## src/rtl/core/pgs_pkg.sv

```systemverilog
// Shared types and constants for the presentation-graphics segment parser.
package pgs_pkg;

  localparam int unsigned QueueDepth = 4;

  typedef enum logic [3:0] {
    KIND_HEADER    = 4'd0,
    KIND_PAL_HEAD  = 4'd1,
    KIND_PAL_ENTRY = 4'd2,
    KIND_IMG_HEAD  = 4'd3,
    KIND_IMG_BYTE  = 4'd4,
    KIND_WINDOW    = 4'd5,
    KIND_COMP      = 4'd6,
    KIND_OBJECT    = 4'd7,
    KIND_SEG_END   = 4'd8,
    KIND_ERROR     = 4'd9
  } kind_t;

  localparam logic [7:0] SEG_PALETTE = 8'h14;
  localparam logic [7:0] SEG_IMAGE   = 8'h15;
  localparam logic [7:0] SEG_COMP    = 8'h16;
  localparam logic [7:0] SEG_WINDOW  = 8'h17;
  localparam logic [7:0] SEG_END     = 8'h80;
  localparam logic [7:0] FPS_24      = 8'h10;
  localparam logic [7:0] MAGIC_P     = 8'h50;
  localparam logic [7:0] MAGIC_G     = 8'h47;

  localparam logic [7:0] ERR_MAGIC   = 8'd1;
  localparam logic [7:0] ERR_PALETTE = 8'd2;
  localparam logic [7:0] ERR_IMAGE   = 8'd3;
  localparam logic [7:0] ERR_WINDOW  = 8'd4;
  localparam logic [7:0] ERR_COMP    = 8'd5;
  localparam logic [7:0] ERR_END     = 8'd6;

  localparam logic [0:0] CFG_PASS_IMAGE = 1'b0;

  typedef struct packed {
    logic [3:0]  record_kind;
    logic [31:0] word_a;
    logic [31:0] word_b;
    logic [15:0] ident;
    logic [15:0] pos_x;
    logic [15:0] pos_y;
    logic [15:0] size_w;
    logic [15:0] size_h;
    logic [7:0]  byte_a;
    logic [7:0]  byte_b;
    logic [7:0]  byte_c;
  } record_t;

  // One step's work: up to two records.
  typedef struct packed {
    logic    two;
    record_t rec0;
    record_t rec1;
  } step_t;

endpackage

```

## src/rtl/core/pgs_if.sv

```systemverilog
// Valid/ready channel interfaces for input bytes and output records.
interface pgs_byte_if;
  logic       valid;
  logic       ready;
  logic [7:0] byte_value;
  modport source (output valid, output byte_value, input ready);
  modport sink   (input valid, input byte_value, output ready);
endinterface

interface pgs_rec_if;
  logic             valid;
  logic             ready;
  pgs_pkg::record_t rec;
  modport source (output valid, output rec, input ready);
  modport sink   (input valid, input rec, output ready);
endinterface

```

## src/rtl/core/pgs_front.sv

```systemverilog
// Front part: byte parser state machine producing up to two records per byte.
module pgs_front (
  input  logic           clk,
  input  logic           rst_n,
  input  logic           pass_image,
  input  logic           in_valid,
  input  logic [7:0]     in_byte,
  output logic           in_ready,
  output logic           push,
  output pgs_pkg::step_t push_data,
  input  logic           q_room
);

  typedef enum logic [3:0] {
    PH_HEADER, PH_PAL_HEAD, PH_PAL_ENTRY, PH_IMG_HEAD, PH_IMG_FIRST,
    PH_IMG_DATA, PH_WIN_COUNT, PH_WIN_ENTRY, PH_COMP_HEAD, PH_COMP_OBJ,
    PH_SKIP, PH_ERROR
  } phase_t;

  phase_t      phase_r, phase_nxt;
  logic [3:0]  hidx_r, hidx_nxt;
  logic [31:0] pts_r, pts_nxt, dts_r, dts_nxt;
  logic [7:0]  kind_r, kind_nxt;
  logic [15:0] left_r, left_nxt;
  logic [7:0]  recs_r, recs_nxt;
  logic [3:0]  ridx_r, ridx_nxt;
  logic [7:0]  rb_r [11];
  logic [7:0]  rb_nxt [11];
  logic [15:0] left_m1;
  logic [3:0]  ridx_p1, iend;
  logic        fire;
  int          n;
  pgs_pkg::record_t r [2];

  assign in_ready = q_room;
  assign fire     = in_valid && q_room;
  assign left_m1  = left_r - 16'd1;
  assign ridx_p1  = ridx_r + 4'd1;

  function automatic logic [15:0] be16(input logic [7:0] hi, input logic [7:0] lo);
    return {hi, lo};
  endfunction

  // (len-2) mod 5 by reciprocal multiplication; a subtract loop is too deep.
  function automatic logic hl_pal_bad(input logic [15:0] len);
    logic [15:0] m;
    logic [35:0] p;
    m = len - 16'd2;
    p = {20'd0, m} * 36'd52429;
    return (m - 16'(p[33:18] * 16'd5)) != 16'd0;
  endfunction

  always_comb begin
    unique case (phase_r)
      PH_PAL_HEAD:  iend = 4'd2;
      PH_PAL_ENTRY: iend = 4'd5;
      PH_IMG_HEAD:  iend = 4'd4;
      PH_IMG_FIRST: iend = 4'd11;
      PH_WIN_ENTRY: iend = 4'd9;
      PH_COMP_HEAD: iend = 4'd11;
      PH_COMP_OBJ:  iend = 4'd8;
      default:      iend = 4'd0;
    endcase
  end

  always_comb begin
    logic [7:0] rl;
    logic [15:0] hl;
    phase_nxt = phase_r; hidx_nxt = hidx_r; pts_nxt = pts_r; dts_nxt = dts_r;
    kind_nxt = kind_r; left_nxt = left_r; recs_nxt = recs_r; ridx_nxt = ridx_r;
    rl = 8'd0; hl = 16'd0;
    rb_nxt = rb_r;
    n = 0;
    r[0] = '0; r[1] = '0;
    if (fire) begin
      unique case (phase_r)
        PH_ERROR: ;
        PH_HEADER: begin
          if (hidx_r < 4'd2) rb_nxt[hidx_r] = in_byte;
          else if (hidx_r < 4'd6) pts_nxt = {pts_r[23:0], in_byte};
          else if (hidx_r < 4'd10) dts_nxt = {dts_r[23:0], in_byte};
          else if (hidx_r == 4'd10) kind_nxt = in_byte;
          else if (hidx_r == 4'd11) left_nxt = {in_byte, 8'd0};
          if (hidx_r < 4'd12) begin
            hidx_nxt = hidx_r + 4'd1;
          end else begin
            hidx_nxt = 4'd0;
            hl = {left_r[15:8], in_byte};
            left_nxt = hl;
            ridx_nxt = 4'd0;
            if (rb_r[0] != pgs_pkg::MAGIC_P || rb_r[1] != pgs_pkg::MAGIC_G) begin
              r[0].record_kind = pgs_pkg::KIND_ERROR;
              r[0].byte_a = pgs_pkg::ERR_MAGIC; n = 1; phase_nxt = PH_ERROR;
            end else begin
              r[0].record_kind = pgs_pkg::KIND_HEADER;
              r[0].word_a = pts_r; r[0].word_b = dts_r;
              r[0].ident = hl; r[0].byte_a = kind_r; n = 1;
              r[1].record_kind = pgs_pkg::KIND_ERROR;
              priority case (kind_r)
                pgs_pkg::SEG_PALETTE:
                  if (hl < 16'd2 || hl_pal_bad(hl)) begin
                    r[1].byte_a = pgs_pkg::ERR_PALETTE; n = 2; phase_nxt = PH_ERROR;
                  end else phase_nxt = PH_PAL_HEAD;
                pgs_pkg::SEG_IMAGE:
                  if (hl < 16'd4) begin
                    r[1].byte_a = pgs_pkg::ERR_IMAGE; n = 2; phase_nxt = PH_ERROR;
                  end else phase_nxt = PH_IMG_HEAD;
                pgs_pkg::SEG_COMP:
                  if (hl < 16'd11) begin
                    r[1].byte_a = pgs_pkg::ERR_COMP; n = 2; phase_nxt = PH_ERROR;
                  end else phase_nxt = PH_COMP_HEAD;
                pgs_pkg::SEG_WINDOW:
                  if (hl == 16'd0) begin
                    r[1].byte_a = pgs_pkg::ERR_WINDOW; n = 2; phase_nxt = PH_ERROR;
                  end else phase_nxt = PH_WIN_COUNT;
                pgs_pkg::SEG_END:
                  if (hl != 16'd0) begin
                    r[1].byte_a = pgs_pkg::ERR_END; n = 2; phase_nxt = PH_ERROR;
                  end else begin
                    r[1] = '0; r[1].record_kind = pgs_pkg::KIND_SEG_END; n = 2;
                    phase_nxt = PH_HEADER;
                  end
                default: phase_nxt = (hl == 16'd0) ? PH_HEADER : PH_SKIP;
              endcase
            end
          end
        end
        PH_IMG_DATA: begin
          if (pass_image) begin
            r[0].record_kind = pgs_pkg::KIND_IMG_BYTE;
            r[0].ident = be16(rb_r[0], rb_r[1]); r[0].byte_a = in_byte; n = 1;
          end
          left_nxt = left_m1;
          if (left_m1 == 16'd0) phase_nxt = PH_HEADER;
        end
        PH_SKIP: begin
          left_nxt = left_m1;
          if (left_m1 == 16'd0) phase_nxt = PH_HEADER;
        end
        PH_WIN_COUNT: begin
          left_nxt = left_m1;
          recs_nxt = in_byte;
          r[0].record_kind = pgs_pkg::KIND_ERROR; r[0].byte_a = pgs_pkg::ERR_WINDOW;
          if (in_byte != 8'd0) begin
            if (left_m1 < 16'd9) begin n = 1; phase_nxt = PH_ERROR; end
            else begin phase_nxt = PH_WIN_ENTRY; ridx_nxt = 4'd0; end
          end else if (left_m1 != 16'd0) begin
            n = 1; phase_nxt = PH_ERROR;
          end else phase_nxt = PH_HEADER;
        end
        default: begin
          if (ridx_r < 4'd11) rb_nxt[ridx_r] = in_byte;
          ridx_nxt = ridx_p1;
          left_nxt = left_m1;
          if (ridx_p1 >= iend) begin
            ridx_nxt = 4'd0;
            unique case (phase_r)
              PH_PAL_HEAD: begin
                r[0].record_kind = pgs_pkg::KIND_PAL_HEAD;
                r[0].ident = {8'd0, rb_nxt[0]}; r[0].byte_a = rb_nxt[1]; n = 1;
                phase_nxt = (left_m1 == 16'd0) ? PH_HEADER : PH_PAL_ENTRY;
              end
              PH_PAL_ENTRY: begin
                r[0].record_kind = pgs_pkg::KIND_PAL_ENTRY;
                r[0].ident = {8'd0, rb_nxt[0]};
                r[0].word_a = {8'd0, rb_nxt[1], rb_nxt[2], rb_nxt[3]};
                r[0].byte_a = rb_nxt[4]; n = 1;
                if (left_m1 == 16'd0) phase_nxt = PH_HEADER;
              end
              PH_IMG_HEAD, PH_IMG_FIRST: begin
                if (phase_r == PH_IMG_HEAD && rb_nxt[3][7]) begin
                  if (left_m1 < 16'd7) begin
                    r[0].record_kind = pgs_pkg::KIND_ERROR;
                    r[0].byte_a = pgs_pkg::ERR_IMAGE; n = 1; phase_nxt = PH_ERROR;
                  end else begin
                    // keep counting: the size header follows the 4-byte head
                    phase_nxt = PH_IMG_FIRST;
                    ridx_nxt = ridx_p1;
                  end
                end else begin
                  r[0].record_kind = pgs_pkg::KIND_IMG_HEAD;
                  r[0].ident = be16(rb_nxt[0], rb_nxt[1]);
                  r[0].byte_a = rb_nxt[2]; r[0].byte_b = rb_nxt[3]; n = 1;
                  if (phase_r == PH_IMG_FIRST) begin
                    r[0].word_a = {8'd0, rb_nxt[4], rb_nxt[5], rb_nxt[6]};
                    r[0].size_w = be16(rb_nxt[7], rb_nxt[8]);
                    r[0].size_h = be16(rb_nxt[9], rb_nxt[10]);
                  end
                  phase_nxt = (left_m1 == 16'd0) ? PH_HEADER : PH_IMG_DATA;
                end
              end
              PH_WIN_ENTRY, PH_COMP_HEAD, PH_COMP_OBJ: begin
                n = 1;
                if (phase_r == PH_WIN_ENTRY) begin
                  r[0].record_kind = pgs_pkg::KIND_WINDOW;
                  r[0].ident = {8'd0, rb_nxt[0]};
                  r[0].pos_x = be16(rb_nxt[1], rb_nxt[2]);
                  r[0].pos_y = be16(rb_nxt[3], rb_nxt[4]);
                  r[0].size_w = be16(rb_nxt[5], rb_nxt[6]);
                  r[0].size_h = be16(rb_nxt[7], rb_nxt[8]);
                  rl = recs_r - 8'd1;
                end else if (phase_r == PH_COMP_HEAD) begin
                  r[0].record_kind = pgs_pkg::KIND_COMP;
                  r[0].size_w = be16(rb_nxt[0], rb_nxt[1]);
                  r[0].size_h = be16(rb_nxt[2], rb_nxt[3]);
                  r[0].byte_b = (rb_nxt[4] == pgs_pkg::FPS_24) ? 8'd1 : 8'd0;
                  r[0].word_a = {16'd0, rb_nxt[5], rb_nxt[6]};
                  r[0].byte_a = rb_nxt[7]; r[0].pos_x = {8'd0, rb_nxt[8]};
                  r[0].byte_c = rb_nxt[9];
                  rl = rb_nxt[10];
                end else begin
                  r[0].record_kind = pgs_pkg::KIND_OBJECT;
                  r[0].ident = be16(rb_nxt[0], rb_nxt[1]);
                  r[0].byte_a = rb_nxt[2]; r[0].byte_b = rb_nxt[3];
                  r[0].pos_x = be16(rb_nxt[4], rb_nxt[5]);
                  r[0].pos_y = be16(rb_nxt[6], rb_nxt[7]);
                  rl = recs_r - 8'd1;
                end
                recs_nxt = rl;
                r[1].record_kind = pgs_pkg::KIND_ERROR;
                r[1].byte_a = (phase_r == PH_WIN_ENTRY) ? pgs_pkg::ERR_WINDOW
                                                        : pgs_pkg::ERR_COMP;
                if (rl != 8'd0) begin
                  if (left_m1 < ((phase_r == PH_WIN_ENTRY) ? 16'd9 : 16'd8)) begin
                    n = 2; phase_nxt = PH_ERROR;
                  end else phase_nxt = (phase_r == PH_WIN_ENTRY) ? PH_WIN_ENTRY
                                                                  : PH_COMP_OBJ;
                end else if (left_m1 != 16'd0) begin
                  n = 2; phase_nxt = PH_ERROR;
                end else phase_nxt = PH_HEADER;
              end
              default: ;
            endcase
          end
        end
      endcase
    end
  end

  assign push = fire && (n != 0);
  always_comb begin
    push_data.two  = (n == 2);
    push_data.rec0 = r[0];
    push_data.rec1 = r[1];
  end

  always_ff @(posedge clk) begin
    rb_r <= rb_nxt;
    if (!rst_n) begin
      phase_r <= PH_HEADER; hidx_r <= '0; pts_r <= '0; dts_r <= '0;
      kind_r <= '0; left_r <= '0; recs_r <= '0; ridx_r <= '0;
    end else begin
      phase_r <= phase_nxt; hidx_r <= hidx_nxt; pts_r <= pts_nxt; dts_r <= dts_nxt;
      kind_r <= kind_nxt; left_r <= left_nxt; recs_r <= recs_nxt; ridx_r <= ridx_nxt;
    end
  end

endmodule

```

## src/rtl/core/pgs_queue.sv

```systemverilog
// Short queue of parsed steps between front and back parts.
module pgs_queue #(
  parameter int unsigned Depth = pgs_pkg::QueueDepth
) (
  input  logic           clk,
  input  logic           rst_n,
  input  logic           push,
  input  pgs_pkg::step_t push_data,
  output logic           room,
  input  logic           pop,
  output logic           nonempty,
  output pgs_pkg::step_t head
);
  localparam int unsigned AW = (Depth > 1) ? $clog2(Depth) : 1;

  pgs_pkg::step_t  mem_r [Depth];
  logic [AW-1:0]   wp_r, rp_r;
  logic [AW:0]     cnt_r;

  assign room     = (cnt_r != (AW+1)'(Depth));
  assign nonempty = (cnt_r != '0);
  assign head     = mem_r[rp_r];

  always_ff @(posedge clk) begin
    if (push) mem_r[wp_r] <= push_data;
  end

  always_ff @(posedge clk) begin
    if (!rst_n) begin
      wp_r <= '0; rp_r <= '0; cnt_r <= '0;
    end else begin
      if (push) wp_r <= (wp_r == AW'(Depth - 1)) ? '0 : wp_r + AW'(1);
      if (pop)  rp_r <= (rp_r == AW'(Depth - 1)) ? '0 : rp_r + AW'(1);
      cnt_r <= cnt_r + (AW+1)'(push) - (AW+1)'(pop);
    end
  end
endmodule

```

## src/rtl/core/pgs_back.sv

```systemverilog
// Back part: issue one or two queued records through an output register.
module pgs_back (
  input  logic              clk,
  input  logic              rst_n,
  input  logic              q_nonempty,
  input  pgs_pkg::step_t    q_head,
  output logic              q_pop,
  output logic              out_valid,
  output pgs_pkg::record_t  out_rec,
  input  logic              out_ready
);
  logic             valid_r;
  pgs_pkg::record_t rec_r;
  logic             second_r;
  logic             load;

  // Load output register when empty or being drained.
  assign load  = q_nonempty && (!valid_r || out_ready);
  assign q_pop = load && (!q_head.two || second_r);
  assign out_valid = valid_r;
  assign out_rec   = rec_r;

  always_ff @(posedge clk) begin
    if (load) rec_r <= second_r ? q_head.rec1 : q_head.rec0;
  end

  always_ff @(posedge clk) begin
    if (!rst_n) begin
      valid_r <= 1'b0; second_r <= 1'b0;
    end else begin
      if (load) valid_r <= 1'b1;
      else if (out_ready) valid_r <= 1'b0;
      if (load) second_r <= q_head.two && !second_r;
    end
  end
endmodule

```

## src/rtl/core/pgs_segment_stream_parser_top.sv

```systemverilog
// Top level of the presentation-graphics segment stream parser.
// Throughput: one byte per cycle; a byte yielding two records issues them one after the other,
// and the input stalls while the step queue is full.
// An accepted byte's records are written to the step queue, then loaded into the output
// register that drives out_valid; that register holds its record until out_ready takes it.
// Reset (rst_n low, synchronous) returns to awaiting a header, clears the error,
// empties the queue and sets the image pass-through flag pass_r to 1.
module pgs_segment_stream_parser_top #(
  parameter int unsigned QueueDepth = pgs_pkg::QueueDepth
) (
  input  logic         clk,
  input  logic         rst_n,
  pgs_byte_if.sink     in_ch,
  pgs_rec_if.source    out_ch,
  input  logic         cfg_psel,
  input  logic         cfg_penable,
  input  logic         cfg_pwrite,
  input  logic [0:0]   cfg_paddr,
  input  logic [31:0]  cfg_pwdata,
  output logic [31:0]  cfg_prdata,
  output logic         cfg_pready
);
  logic           pass_r;
  logic           push, room, pop, nonempty;
  pgs_pkg::step_t push_data, head;

  assign cfg_pready = 1'b1;
  assign cfg_prdata = (cfg_paddr == pgs_pkg::CFG_PASS_IMAGE) ? {31'd0, pass_r} : 32'd0;

  always_ff @(posedge clk) begin
    if (!rst_n) pass_r <= 1'b1;
    else if (cfg_psel && cfg_penable && cfg_pwrite && cfg_paddr == pgs_pkg::CFG_PASS_IMAGE)
      pass_r <= cfg_pwdata[0];
  end

  pgs_front u_front (
    .clk, .rst_n, .pass_image(pass_r),
    .in_valid(in_ch.valid), .in_byte(in_ch.byte_value), .in_ready(in_ch.ready),
    .push, .push_data, .q_room(room)
  );

  pgs_queue #(.Depth(QueueDepth)) u_queue (
    .clk, .rst_n, .push, .push_data, .room, .pop, .nonempty, .head
  );

  pgs_back u_back (
    .clk, .rst_n, .q_nonempty(nonempty), .q_head(head), .q_pop(pop),
    .out_valid(out_ch.valid), .out_rec(out_ch.rec), .out_ready(out_ch.ready)
  );
endmodule

```

## src/flat_wrapper.sv

```systemverilog
// flat-port wrapper written by rule: the top's interface ports become plain ports
module pgs_segment_stream_parser_top_flat 
#(
  parameter int unsigned QueueDepth = pgs_pkg::QueueDepth
)
  (clk, rst_n, cfg_psel, cfg_penable, cfg_pwrite, cfg_paddr, cfg_pwdata, cfg_prdata, cfg_pready, in_ch_valid, in_ch_byte_value, in_ch_ready, out_ch_valid, out_ch_rec, out_ch_ready);
  pgs_byte_if in_ch_i ();
  pgs_rec_if out_ch_i ();
  input  logic clk;
  input  logic rst_n;
  input  logic cfg_psel;
  input  logic cfg_penable;
  input  logic cfg_pwrite;
  input  logic [0:0] cfg_paddr;
  input  logic [31:0] cfg_pwdata;
  output logic [31:0] cfg_prdata;
  output logic cfg_pready;
  input wire logic [$bits(in_ch_i.valid)-1:0] in_ch_valid;
  input wire logic [$bits(in_ch_i.byte_value)-1:0] in_ch_byte_value;
  output wire logic [$bits(in_ch_i.ready)-1:0] in_ch_ready;
  output wire logic [$bits(out_ch_i.valid)-1:0] out_ch_valid;
  output wire logic [$bits(out_ch_i.rec)-1:0] out_ch_rec;
  input wire logic [$bits(out_ch_i.ready)-1:0] out_ch_ready;
  assign in_ch_i.valid = in_ch_valid;
  assign in_ch_i.byte_value = in_ch_byte_value;
  assign in_ch_ready = in_ch_i.ready;
  assign out_ch_valid = out_ch_i.valid;
  assign out_ch_rec = out_ch_i.rec;
  assign out_ch_i.ready = out_ch_ready;
  pgs_segment_stream_parser_top #(.QueueDepth(QueueDepth)) u_core (.clk(clk), .rst_n(rst_n), .in_ch(in_ch_i), .out_ch(out_ch_i), .cfg_psel(cfg_psel), .cfg_penable(cfg_penable), .cfg_pwrite(cfg_pwrite), .cfg_paddr(cfg_paddr), .cfg_pwdata(cfg_pwdata), .cfg_prdata(cfg_prdata), .cfg_pready(cfg_pready));
endmodule
```

## config.mk

```make
export PLATFORM = sky130hd
export DESIGN_NAME = pgs_segment_stream_parser_top_flat
export DESIGN_NICKNAME = d
export VERILOG_FILES = /design/src/rtl/core/pgs_pkg.sv /design/src/rtl/core/pgs_if.sv /design/src/rtl/core/pgs_front.sv /design/src/rtl/core/pgs_queue.sv /design/src/rtl/core/pgs_back.sv /design/src/rtl/core/pgs_segment_stream_parser_top.sv /design/src/flat_wrapper.sv
export SDC_FILE = /design/constraint.sdc
export NUM_CORES = 2
export LEC_CHECK = 0
export ABC_AREA = 1
export BUFFER_PORTS_ARGS = -buffer_cell sky130_fd_sc_hd__buf_4
export CAP_MARGIN = 30
export CORE_MARGIN = 8
export CORE_UTILIZATION = 36
export DETAILED_ROUTE_END_ITERATION = 7
export SLEW_MARGIN = 15
export SYNTH_ARGS = -nofsm -noshare
export SYNTH_HDL_FRONTEND = slang
export SYNTH_HIERARCHICAL = 1
export SYNTH_SLANG_ARGS = --single-unit
```

## constraint.sdc

```tcl
create_clock -name clk -period 24.8 [get_ports clk]
set_input_delay 2.48 -clock clk [delete_from_list [all_inputs] [get_ports clk]]
set_output_delay 2.48 -clock clk [all_outputs]
set_load 0.05 [all_outputs]
```

# Yosys cells after proc, flatten, opt, wreduce, memory -nomap -nowiden
# Memory sizes are Yosys's and may differ from the RTL's. A register that Yosys moved wholly into a read port is not among the register bits.
# Cells that the tools add are included.
# word_totals
out_inout_bits	207
n_memories	1
reg_bits	378
wordCells	327
mem_bits_rw	1380
# memory_table
name	words	word_bits	rd	rd_clocked_by_memory_dff	wr	line	text
u_core.u_queue.mem_r	4	345	1	1	1	pgs_queue.sv:16	pgs_pkg::step_t mem_r [Depth];
# op_classes
n_reduce_logical	54
n_lt_le_gt_ge	16
eq_ne	40
add_sub_neg	10
n_bitwise	10
multipliers	2
mux	157
# op_table
cell	count
$mux 172	3
$mux 88	4
$mux 344	1
$mux 32	10
$mux 145	2
$mux 16	16
$pmux 32 s3	2
$bwmux 88	2
$pmux 88 s2	1
$mux 80	2
$mux 144	1
$mux 8	16
$pmux 32 s2	2
$pmux 32 s4	1
$mux 4	29
$mux 108	1
$pmux 16 s3	2
$mux 84	1
$mux 24	3
$demux 8 s4	2
$mux 64	1
$pmux 4 s4	4
$pmux 8 s4	2
$pmux 8 s2	3
other kinds (68)	178

# Longest topological paths before layout
# depth
word_depth	25
mapped_depth	64
depth_no_buf	63

# Cells and area by module
# Netlist, hierarchy kept.
# modules_own_cells
module	cells_each	area_per_inst_um2	n_inst
pgs_queue	4084	54199.5	1
pgs_front	2919	20895.0	1
pgs_back	740	7644.8	1
pgs_segment_stream_parser_top	45	310.3	1

# Worst setup path after synthesis
# No wires, ideal clock.
# synth_path
kind	input port to flip-flop
start	input in_ch_byte_value[1]
end	memory u_core/u_queue/mem_r[0][0] (netlist bit), enable pin
cell_stages	57
path_buffers	1
path_slack_ns	6.574
t_required_ns	24.105
setup_time_ns	0.695
arrival_time_ns	17.531
path_cell_list	clkbuf_1 -> inv_2 -> ha_1 -> nand3_2 -> nor2_4 -> nand3_2 -> nor2_4 -> nand3_1 -> xor2_1 -> inv_1 -> ha_1 -> ha_1 -> fa_1 -> fa_1 -> fa_1 -> inv_1 -> fa_1 -> inv_1 -> [21 not listed] -> ha_1 -> inv_1 -> nor4_1 -> nand3_1 -> a21oi_1 -> nand3b_1 -> nor2_1 -> nand3_1 -> nor2_1 -> nand2_1 -> nand2_2 -> nand2_1 -> nand2_1 -> nand2_1 -> nand3_2 -> nand2_1 -> nand2_1 -> inv_1
# synth_between
elab_chain_len	20
word_cells_on_any_way	39
# synth_rtl
element	line	text
start, declared	flat_wrapper.sv:19	input wire logic [$bits(in_ch_i.byte_value)-1:0] in_ch_byte_value;
branches (longest 14 deep; another with $mul 16x16->32)	--	
$pmux 32 s4 *	pgs_front.sv:76	unique case (phase_r)
$mux 32 *	pgs_front.sv:75	if (fire) begin
$reduce_bool 32->1 *	pgs_front.sv:240	assign push = fire && (n != 0);
$logic_and 1x1->1 *	pgs_front.sv:240	
named net u_core.push	pgs_segment_stream_parser_top.sv:24	logic push, room, pop, nonempty;
$mux 1 *	pgs_queue.sv:25	if (push) mem_r[wp_r] <= push_data;
$mux 1 (not written as such) *	pgs_queue.sv:25	
end, declared	pgs_queue.sv:16	
# Mark *: on every way through the listed nets, which the timed path passes. The select of a mux whose other input is x is not followed.

# Worst setup path in the final report
# layout_path
start	input in_ch_byte_value[1]
end	memory u_core/u_queue/mem_r[0][226] (netlist bit), enable pin
# The elaborated chain is that of the path after synthesis.

==> results.md <==
- Number of port buffers: approximately 190
- Fmax: between 0.06 and 0.07 GHz
- Final Hold Viols: 0
- Global Route Usage Sum: approximately 16%
- Post-synth top flop: edfxtp_1
- Tcrit/Tclk final: 61.1%
- DRC viols: 0
- TritonCTS clock tree: yes
- DIE AREA: 0.246 mm²
- Rel. slew slack: 26.2%
- Least-Margin Pin Slew: 1.11 ns
- Drt via density: 4.91
- Clock tree buffer depth: 3
- Area of the multi-input gates: around 0.024 mm²
- DR vias: 54100
- YS warnings: 6
- Final wirelength: 205000 µm
- Crit path kind: primary input to register
- Top Ports: 255
- RSZ-0062 raised after global routing: no
- Post-DP HPWL: roughly 130000 µm
- Asr flop ratio synth: 0%
- Hold-fix buffers, CTS: 0
- Setup slack, reg-to-reg: 11.70 ns
- Gr ovfl total: 0
- Register Area: 0.0517 mm²
- CTS resizes: 0
- Row count: roughly 180
- Worst Skew: 0.0544 ns
- Drt wl/cell: 18.6 µm
- Placer congestion estimate: 0.931
- Number of max-cap violations: 0
- Hold Crit Class: register to register
- Final ANT Viol Nets: 0
- Max FO, Critical Path: 90
- Status: completed
- Final net count: 8165
- Initial DRC count: 4141
- Share of cells above drive strength 1: between 7 and 8%
- CP most frequent cell: inv_1
- Fin crit period: ~15 ns
- Max stage delay on crit path: 0.86 ns
- Initial antenna violation count: 8
- Critical Path AT: 15.55 ns
- Core area: 0.230 mm²
- Endpoints failing setup: 0
- CP max-delay cell: buf_4
- Filler cells: 21900
- WP data required: 25.20 ns
- Clock Latency Late Sink: 0.84 ns
- Critical path capture point type: register
- Mapped Area: 0.0830 mm²
- Initial DRT Pass Iterations: 5
- Part of the Yosys area used for sequential elements: 62.2%
- Post-Syn Area per Cell: 10.7 µm²
- Number of global-route vias before repair: just over 50000
- Die Span Y: between 400 and 500 µm
- H-tree levels: 4
- First-pass GRT wire length: 311000 µm
- Cts bufs inserted: approximately 170
- Startpoint Class: primary input
- Initial Utilization: 36.2%
- Die width: 496 µm
- Maximum number of pins on one net before global-route repair: 301
- Cell count after synthesis: 7788
- CTS clock-pin slew for the worst setup and hold paths: around 0.060 ns
- TNS Setup: 0 ns
- CTS root buffer: clkbuf_16
- Library cells used by synthesis: 64
- Number of synthesized register bits: 1760
- Number of synthesized flops with an enable pin: ~1600
- Syn-to-layout area delta: 10.8%
- Max Slew Vio Count: 0
- Total clock sinks: 1760
- Setup Buffers After CTS: 0
[critical path, delay by kind of cell]
family	cells	cell delay (ns)
adders and majority gates	11	4.34
AOI/OAI and AO/OA	7	1.81
buffers and inverters	12	3.55
xor gates and xnor gates	2	0.79
and+or+nand+nor	16	2.32
[routing by layer]
metal / up-vias / global-route usage (%) / share of wire [%]
li1: 26200 / - / -
met1: 26100 / 21.4 / 43
met2: 1453 / 26.9 / 47
met3: 379 / 2.43 / 5.9
met4: 0 / 6.06 / 3.7
met5: - / 0 / 0
[path summary, 6_finish.rpt]
kind,from,end,depth (start not counted)
setup reg to reg,u_core/u_front/left_r[10],u_core/u_queue/mem_r[0][226],43
hold reg to reg,u_core/u_front/pts_r[27],u_core/u_front/pts_r[27],2
hold / removal,u_core/u_front/pts_r[27],u_core/u_front/pts_r[27],2
setup / recovery,in_ch_byte_value[1],u_core/u_queue/mem_r[0][226],48
[cells in the mapped netlist (5+ instances only)]
cell,count,area share [%]
a211oi_1,24,0.22
a21o_1,7,0.063
a21oi_1,587,3.5
a221oi_1,12,0.13
a22o_1,25,0.26
a31oi_1,18,0.14
buf_1,14,0.063
buf_2,170,1.0
buf_4,207,1.9
buf_6,30,0.41
clkbuf_1,172,0.78
clkbuf_8,11,0.18
clkinv_1,10,0.045
dfxtp_1,120,2.9
edfxtp_1,1640,59
fa_1,92,2.2
ha_1,178,2.7
inv_1,1156,5.2
inv_2,13,0.059
nand2_1,1595,7.2
nand3_1,96,0.58
nand3b_1,5,0.045
nand4_1,17,0.13
nor2_1,340,1.5
nor2_2,11,0.083
nor2_4,5,0.068
nor3_1,43,0.26
nor4_1,9,0.068
o211ai_1,350,3.2
o21a_1,6,0.054
o21ai_0,540,3.3
o21ai_1,14,0.084
o22ai_1,163,1.2
xnor2_1,13,0.14
xor2_1,47,0.50
[layout make-up]
class,count,area share (%)
Antenna cell,7,0.0190
Inverter,1180,4.86
Clock inverter,99,1.10
Sequential cell,1760,56.1
Clock buffer,220,4.96
Timing Repair Buffer,291,2.58
Multi-Input combinational cell,4440,26.2
Tap cell,3026,4.11
[per-stage QoR]
stage	setup WS (ns)	instances	cell area [µm²]	utilization, %	hold WS (ns)
finish	9.65	11000	92000	40.1	0.454
global route	8.65	11000	92000	40.1	0.490
CTS	9.56	11000	91800	40.0	0.456
detailed placement	8.74	10700	86300	37.6	0.447
global placement	8.68	10700	86200	37.5	0.444
floorplan	6.57	7984	83800	-	0.430
[sequential cells by signal, indices dropped and copies added (netlist names), named ones only]
signal and cells:
u_core/u_front/left_r 16, u_core/u_front/pts_r 32, u_core/u_front/hidx_r 4, u_core/u_back/out_valid 1, u_core/u_front/kind_r 8, u_core/pass_r 1
u_core/u_queue/wp_r 2, u_core/u_front/recs_r 8, u_core/u_back/second_r 1, u_core/u_front/dts_r 32, u_core/u_queue/rp_r 2, u_core/u_queue/cnt_r 3
u_core/u_back/out_rec 172, u_core/u_front/ridx_r 4, u_core/u_front/phase_r 4, u_core/u_front/rb_r 88, u_core/u_queue/mem_r 1380
[cell usage in the layout, fill, tap and decap left out, drive strengths merged, types with 13 or more instances in the layout]
master,n
a211oi,24
a21oi,590
a22o,25
a31oi,19
buf,291
clkbuf,220
clkinv,89
conb,199
dfxtp,120
edfxtp,1640
fa,92
ha,178
inv,1174
nand2,1599
nand3,101
nand4,18
nor2,356
nor3,47
o211ai,350
o21ai,555
o22ai,163
xnor2,13
xor2,47
[kinds of logic (layout without fill, tap and decap cells)]
family                   Yosys count  after routing  synth area share [%]
other                              3            206                0.0136
flip-flops                      1760           1760                  62.2
AND/OR/NAND/NOR                 2141           2141                  10.2
adder cells (fa/ha/maj)          270            270                  4.90
XOR/XNOR                          60             60                 0.633
buffers and inverters           1784           1790                  9.66
AO/OA/AOI/OAI                   1769           1769                  12.4
multiplexers                       1              1                0.0121
Power is not shown: default switching activity piles up to over one toggle a cycle in this logic, so the estimate is an artifact.
